## config.mk

```make
export PLATFORM = sky130hd
export DESIGN_NAME = pcpp_ctrl
export DESIGN_NICKNAME = d
export VERILOG_FILES = /design/src/hdl/pcpp_pkg.sv /design/src/hdl/pcpp_ctrl.sv
export SDC_FILE = /design/constraint.sdc
export NUM_CORES = 1
export LEC_CHECK = 0
export BUFFER_PORTS_ARGS = -buffer_cell sky130_fd_sc_hd__buf_4
export CORE_AREA = 3 3 40 42
export CTS_CLUSTER_DIAMETER = 80
export DETAILED_ROUTE_END_ITERATION = 8
export DIE_AREA = 0 0 43 45
export MAX_ROUTING_LAYER = met4
export SYNTH_ARGS = -nofsm -noshare
export SYNTH_HDL_FRONTEND = slang
export SYNTH_SLANG_ARGS = --single-unit
```

## constraint.sdc

```tcl
create_clock -name clk -period 2.9 [get_ports clk]
set_input_delay 0.725 -clock clk [delete_from_list [all_inputs] [get_ports clk]]
set_output_delay 0.725 -clock clk [all_outputs]
set_load 0.005 [all_outputs]
```

## src/hdl/pcpp_pkg.sv

```systemverilog
// Shared types, constants and hash function of the PTE child prefetch predictor.
`timescale 1ns / 1ps
`default_nettype none
package pcpp_pkg;

    localparam int DEF_PRED_ENTRIES     = 256;
    localparam int DEF_PENDING_ENTRIES  = 64;
    localparam int DEF_LINE_OFFSET_BITS = 6;

    localparam logic [63:0] MIX_SMALL  = 64'd2654435761;
    localparam logic [63:0] MIX_LARGE  = 64'd11400714819323198485;
    localparam logic [1:0]  CONF_TOP   = 2'd3;
    localparam logic [13:0] PERCENT    = 14'd100;

    localparam int IN_DATA_W  = 208;
    localparam int OUT_DATA_W = 80;

    // Configuration register indexes
    localparam logic [7:0] CFG_CONF_THR   = 8'd0;
    localparam logic [7:0] CFG_TRAIN_HITS = 8'd1;
    localparam logic [7:0] CFG_PRED_HITS  = 8'd2;
    localparam logic [7:0] CFG_GATE_PCT   = 8'd3;

    localparam logic [1:0] RST_CONF_THR   = 2'd2;
    localparam logic       RST_TRAIN_HITS = 1'b1;
    localparam logic       RST_PRED_HITS  = 1'b0;
    localparam logic [6:0] RST_GATE_PCT   = 7'd50;

    // Outcome codes
    localparam logic [3:0] OUT_ISSUED   = 4'd0;
    localparam logic [3:0] OUT_LEVEL0   = 4'd1;
    localparam logic [3:0] OUT_GATED    = 4'd2;
    localparam logic [3:0] OUT_TRAINED  = 4'd3;
    localparam logic [3:0] OUT_IGNORED  = 4'd4;
    localparam logic [3:0] OUT_LEAF     = 4'd5;
    localparam logic [3:0] OUT_INVALID  = 4'd6;
    localparam logic [3:0] OUT_MISMATCH = 4'd7;
    localparam logic [3:0] OUT_LOWCONF  = 4'd8;

    typedef enum logic [2:0] {
        ST_IDLE,
        ST_PEND_RD,
        ST_PRED_RD,
        ST_TRAIN,
        ST_LOOK_RD,
        ST_FINISH
    } state_t;

    typedef struct packed {
        logic accept;
        logic pend_rd;
        logic pred_rd;
        logic train_wr;
        logic look_rd;
        logic finish;
    } cmd_t;

    typedef struct packed {
        logic walk_in;
        logic lookup;
        logic out_free;
    } status_t;

    // Only the low 16 bits of the hash can reach a table index.
    function automatic logic [15:0] mix_hash(input logic [15:0] a, input logic [15:0] b,
                                             input logic [15:0] c);
        logic [31:0] pb;
        logic [31:0] pc;
        pb = {16'd0, b} * {16'd0, MIX_SMALL[15:0]};
        pc = {16'd0, c} * {16'd0, MIX_LARGE[15:0]};
        return a ^ pb[15:0] ^ pc[15:0];
    endfunction

endpackage
`default_nettype wire

```

## src/hdl/pcpp_ctrl.sv

```systemverilog
// Sequencing state machine of the PTE child prefetch predictor.
`timescale 1ns / 1ps
`default_nettype none
module pcpp_ctrl
    import pcpp_pkg::*;
(
    input  wire logic    clk,
    input  wire logic    rst_n,
    input  wire logic    s_tvalid,
    output logic         s_tready,
    input  wire status_t status,
    output cmd_t         cmd
);

    state_t state_reg;
    state_t state_next;

    always_ff @(posedge clk or negedge rst_n)
    begin
        if (!rst_n)
        begin
            state_reg <= ST_IDLE;
        end
        else
        begin
            state_reg <= state_next;
        end
    end

    always_comb
    begin
        state_next = state_reg;
        unique case (state_reg)
            ST_IDLE:
            begin
                if (s_tvalid)
                begin
                    state_next = status.walk_in ? ST_PEND_RD : ST_FINISH;
                end
            end
            ST_PEND_RD: state_next = ST_PRED_RD;
            ST_PRED_RD: state_next = ST_TRAIN;
            ST_TRAIN:   state_next = status.lookup ? ST_LOOK_RD : ST_FINISH;
            ST_LOOK_RD: state_next = ST_FINISH;
            ST_FINISH:
            begin
                if (status.out_free)
                begin
                    state_next = ST_IDLE;
                end
            end
            default:    state_next = ST_IDLE;
        endcase
    end

    always_comb
    begin
        s_tready     = 1'b0;
        cmd          = '0;
        unique case (state_reg)
            ST_IDLE:
            begin
                s_tready   = 1'b1;
                cmd.accept = s_tvalid;
            end
            ST_PEND_RD: cmd.pend_rd  = 1'b1;
            ST_PRED_RD: cmd.pred_rd  = 1'b1;
            ST_TRAIN:   cmd.train_wr = 1'b1;
            ST_LOOK_RD: cmd.look_rd  = 1'b1;
            ST_FINISH:  cmd.finish   = status.out_free;
            default:    cmd          = '0;
        endcase
    end

endmodule
`default_nettype wire

```

**Yosys cells after proc, flatten, opt, wreduce, memory -nomap -nowiden**

Index checks and enable logic that the tools add are counted.

- $add $sub $neg: 0
- Multipliers: 0
- Div/mod/pow operators: 0
- Order comparisons: 0
- Equality and inequality tests: 7
- Shift-type cells: 0
- Mux-type cells: 12
- Bitwise logic cells: 0
- Reductions and logical operators: 2

Operators by type and width:

| cell | count |
|---|---|
| $pmux 3 s6 | 1 |
| $mux 3 | 3 |
| $mux 1 | 8 |
| $eq 3x2->1 const B | 2 |
| $eq 3x3->1 const B | 2 |
| $ne 2x2->1 const B | 2 |
| $eq 3x1->1 const B | 1 |
| $logic_not 3->1 | 1 |
| $reduce_and 2->1 | 1 |

- Register bits after elaboration: 3
- Latch bits: 0
- Memory bits (writable): 0
- Bits in read-only memories: 0
- Input bits: 6
- Output and inout port bits: 7
- Logic and storage cells: 22
- Memories: 0

**Longest topological paths before layout**

- Depth in word-level cells: 3
- Mapped depth: 4
- Mapped depth without buffers: 3

**Least setup slack after synthesis**

OpenSTA, ideal clock, no wires.

- Kind: input-to-output
- From: input port status[0] (netlist bit)
- To: output port cmd[0] (netlist bit)
- Arrival: 0.917 ns
- Required time: 2.175 ns
- Setup slack: 1.258 ns
- Cell stages on the path: 1
- Path buffers: 0
- Cells stage by stage: and4b_1

- Longest elaborated chain between the ends: 1

Ends and longest elaborated chain:

| item | RTL line | text |
|---|---|---|
| start, declared | pcpp_ctrl.sv:11 | `input wire status_t status,` |
| $mux 1 | pcpp_ctrl.sv:60 | `unique case (state_reg)` |
| end, declared | pcpp_ctrl.sv:12 | `output cmd_t cmd` |

No other way between the ends.

==> reports/qor.csv <==
stage,metric,value,unit
place,dpl.hpwl,378,microns
critical_path,critPathRequiredTime,2170,ps
power_and_ir_drop,p_comb_frac,0.454,
cts,cts_setup_buffers,0,
power_and_ir_drop,power.density,1010,mW/mm^2
cts,htree_levels,1,
logic_synthesis,synth_xor_area_frac,0.0376,
cells_and_area,area_growth,44.6,%
critical_path,r2r_setup_slack,1750,ps
cts,clock_sinks,3,
power_and_ir_drop,p_sw_frac,0.366,
power_and_ir_drop,power_switching,125,uW
logic_synthesis,synth_compound_area_frac,0.151,
global_routing,grt_overflow,0,
logic_synthesis,syn_nets,31,
sta,drv_slew,0,
worst_hold_path,hp-class,in -> async,
critical_path,r2r_end,state_reg[0],
floorplan,ios,13,
run_status,outcome,finished clean,
sta,setup_violations,0,
route,route.detailed.drc,0,
cts,hold_buffers,0,
sta,fin_ws,997,ps
cts,cts.repair.resized,0,
global_routing,use_met1,0.0819,
cells_and_area,final_cell_mix,"12 x buf_4, 3 x nor2_1, 3 x clkbuf_4, 3 x dfrtp_1",
logic_synthesis,synth.avg_cell_area,9.31,sq um
cells_and_area,fin_cells,53,
cells_and_area,diodes,0,
global_routing,grtUsageMet2,0.0988,
route,drt-initial-drc-count,2,
global_routing,grt-busiest-layer,met2,
critical_path,reg2reg_from,state_reg[2],
route,detail_route.vias_per_cell,3.85,
logic_synthesis,ys_ff_latch,3,
logic_synthesis,synth_cell_type_count,19,
cells_and_area,layout.nets,45,
critical_path,r2r_cells,3,
critical_path,critPathArrivalTime,1180,ps
logic_synthesis,synthSimpleGateAreaFrac,0.339,
route,wire_per_inst,9.58,microns
floorplan,start_util,0.181,
logic_synthesis,syn_inst,25,
logic_synthesis,yosysWarnings,0,
sta,rsz0062_at_grt,no,
sta,hold_violations,0,
global_routing,grt_antenna_before_repair,0,
critical_path,cp-end-kind,primary output,
floorplan,dieHeight,45,microns
logic_synthesis,synth_top_family_by_area,simple AND/OR/NAND/NOR gates,
sta,clock.fmax,0.526,GHz
critical_path,worst_setup_path_start_kind,register,
route,vias,204,
sta,skew,2.96,ps
route,drt_pre_antenna_iters,2,
logic_synthesis,synthAdderAreaFrac,0,
place,portBuffers,12,
cts,cts_root_buffer,clkbuf_4,
critical_path,cp_max_fo,10,
logic_synthesis,muxShareOfSynthArea,0,
power_and_ir_drop,pwr-share-seq,0.338,
floorplan,core-area,0.00128,sq mm
place,place.gp.congestion,0.731,
place,dp_slack,1020,ps
global_routing,track_usage,0.0686,
cells_and_area,drive_above_1_share,0.421,
cells_and_area,n_fill_cell,148,
floorplan,die_area,0.00194,sq mm
logic_synthesis,synthesis.area,233,sq um
cells_and_area,mostFrequentLayoutCell,buf_4,
cts,clockBufferDepth,2,
route,routed_wl,508,microns
run,maxCapViolCount,0,
cts,worstSkewPairLatency,230,ps
logic_synthesis,ys_seq_area_frac,0.323,
sta,totalNegativeSetupSlack,0,ps
power_and_ir_drop,pwr-share-clk,0.208,
sta,slew_headroom,0.791,
floorplan,die_w,43,microns
global_routing,grt_pass1_vias,218,
cells_and_area,largest_reg_flops,3,
cts,numCtsBuffers,3,
critical_path,path_class,reg -> out,
global_routing,grt_max_degree,12,
cts,cts_tree,yes,
sta,period_share,0.656,
global_routing,grt_pass1_wl,972,microns
place,detailed_place.area,310,sq um
power_and_ir_drop,p_int,216,uW
sta,worst_pin_slew,313,ps
global_routing,grt_use_met3,0.0398,
power_and_ir_drop,ir_drop,0.000375,V
cells_and_area,stdcell_area,337,sq um
floorplan,std_cell_rows,13,
sta,layout_min_cycle_time,1900,ps
route,antenna_left,0,
power_and_ir_drop,p_leak,0.000175,uW
cts,clkTransAtPathRegs,40,ps
place,dp_cells,49,
## cell type report
type	count	area, sq um	share of cell area
flip-flops and latches	3	75.1	0.223
inverters	1	3.75	0.0112
well taps	15	18.8	0.0558
multi-input cells	18	123	0.364
repair buffers	12	90.1	0.268
clock buffers	4	26.3	0.0781
## per-stage QoR
step | util | power [uW] | hold slack, ps
final | 0.262 | 341 | 277
after CTS | 0.262 | 349 | 271
after global routing | 0.262 | 385 | 265
after floorplan | - | 232 | 429
after global placement | 0.241 | 271 | 515
after detailed placement | 0.241 | 275 | 517
## cells in the mapped netlist, drive strengths merged
cell,count,area (sq um)
dfrtp,3,75.1
a211o,1,8.76
nor3,1,10.0
inv,1,3.75
nand2,1,3.75
or2b,1,7.51
o2bb2ai,1,8.76
nor3b,2,15.0
a21o,1,7.51
and4b,1,10.0
o21ai,1,5.00
and3b,1,8.76
a21oi,1,5.00
and2,2,12.5
xnor2,1,8.76
buf,3,31.3
nor2,3,11.3
## critical path, cell delays in order, from the launching register on
cell	delay [ps]
dfrtp_1	480
nor3_2	230
and2_1	140
buf_4	100
## how the worst max path moves through the flow
stage | startpoint | end | slack, ps | depth (start not counted)
after global routing | state_reg[1] | cmd[5] | 850 | 3
after global placement | status[0] | cmd[0] | 1020 | 3
after floorplan | status[0] | cmd[0] | 1260 | 1
final | state_reg[1] | cmd[5] | 1000 | 3
after detailed placement | status[0] | cmd[0] | 1020 | 3
after CTS | state_reg[1] | cmd[5] | 980 | 3
## power by group through the flow
stage	clock network [uW]	registers, uW	logic [uW]
after floorplan	0	71.3	161
after global placement	0	115	155
after CTS	74.6	116	158
final	70.8	115	155
after detailed placement	0	117	158
after global routing	82.4	125	177
## per-layer routing
| layer | vias to the layer above | share of wire |
|---|---|---|
| li1 | 112 | - |
| met1 | 83 | 0.46 |
| met2 | 9 | 0.43 |
| met3 | 0 | 0.11 |
| met4 | 0 | 0 |
| met5 | - | 0 |
## kinds of logic (layout without fill, tap and decap cells)
family | after synthesis | in the layout
XOR/XNOR | 1 | 1
flip-flops | 3 | 3
AND/OR/NAND/NOR | 12 | 12
buffers and inverters | 4 | 17
AO/OA/AOI/OAI | 5 | 5
Power figures use the tool's default switching activity.
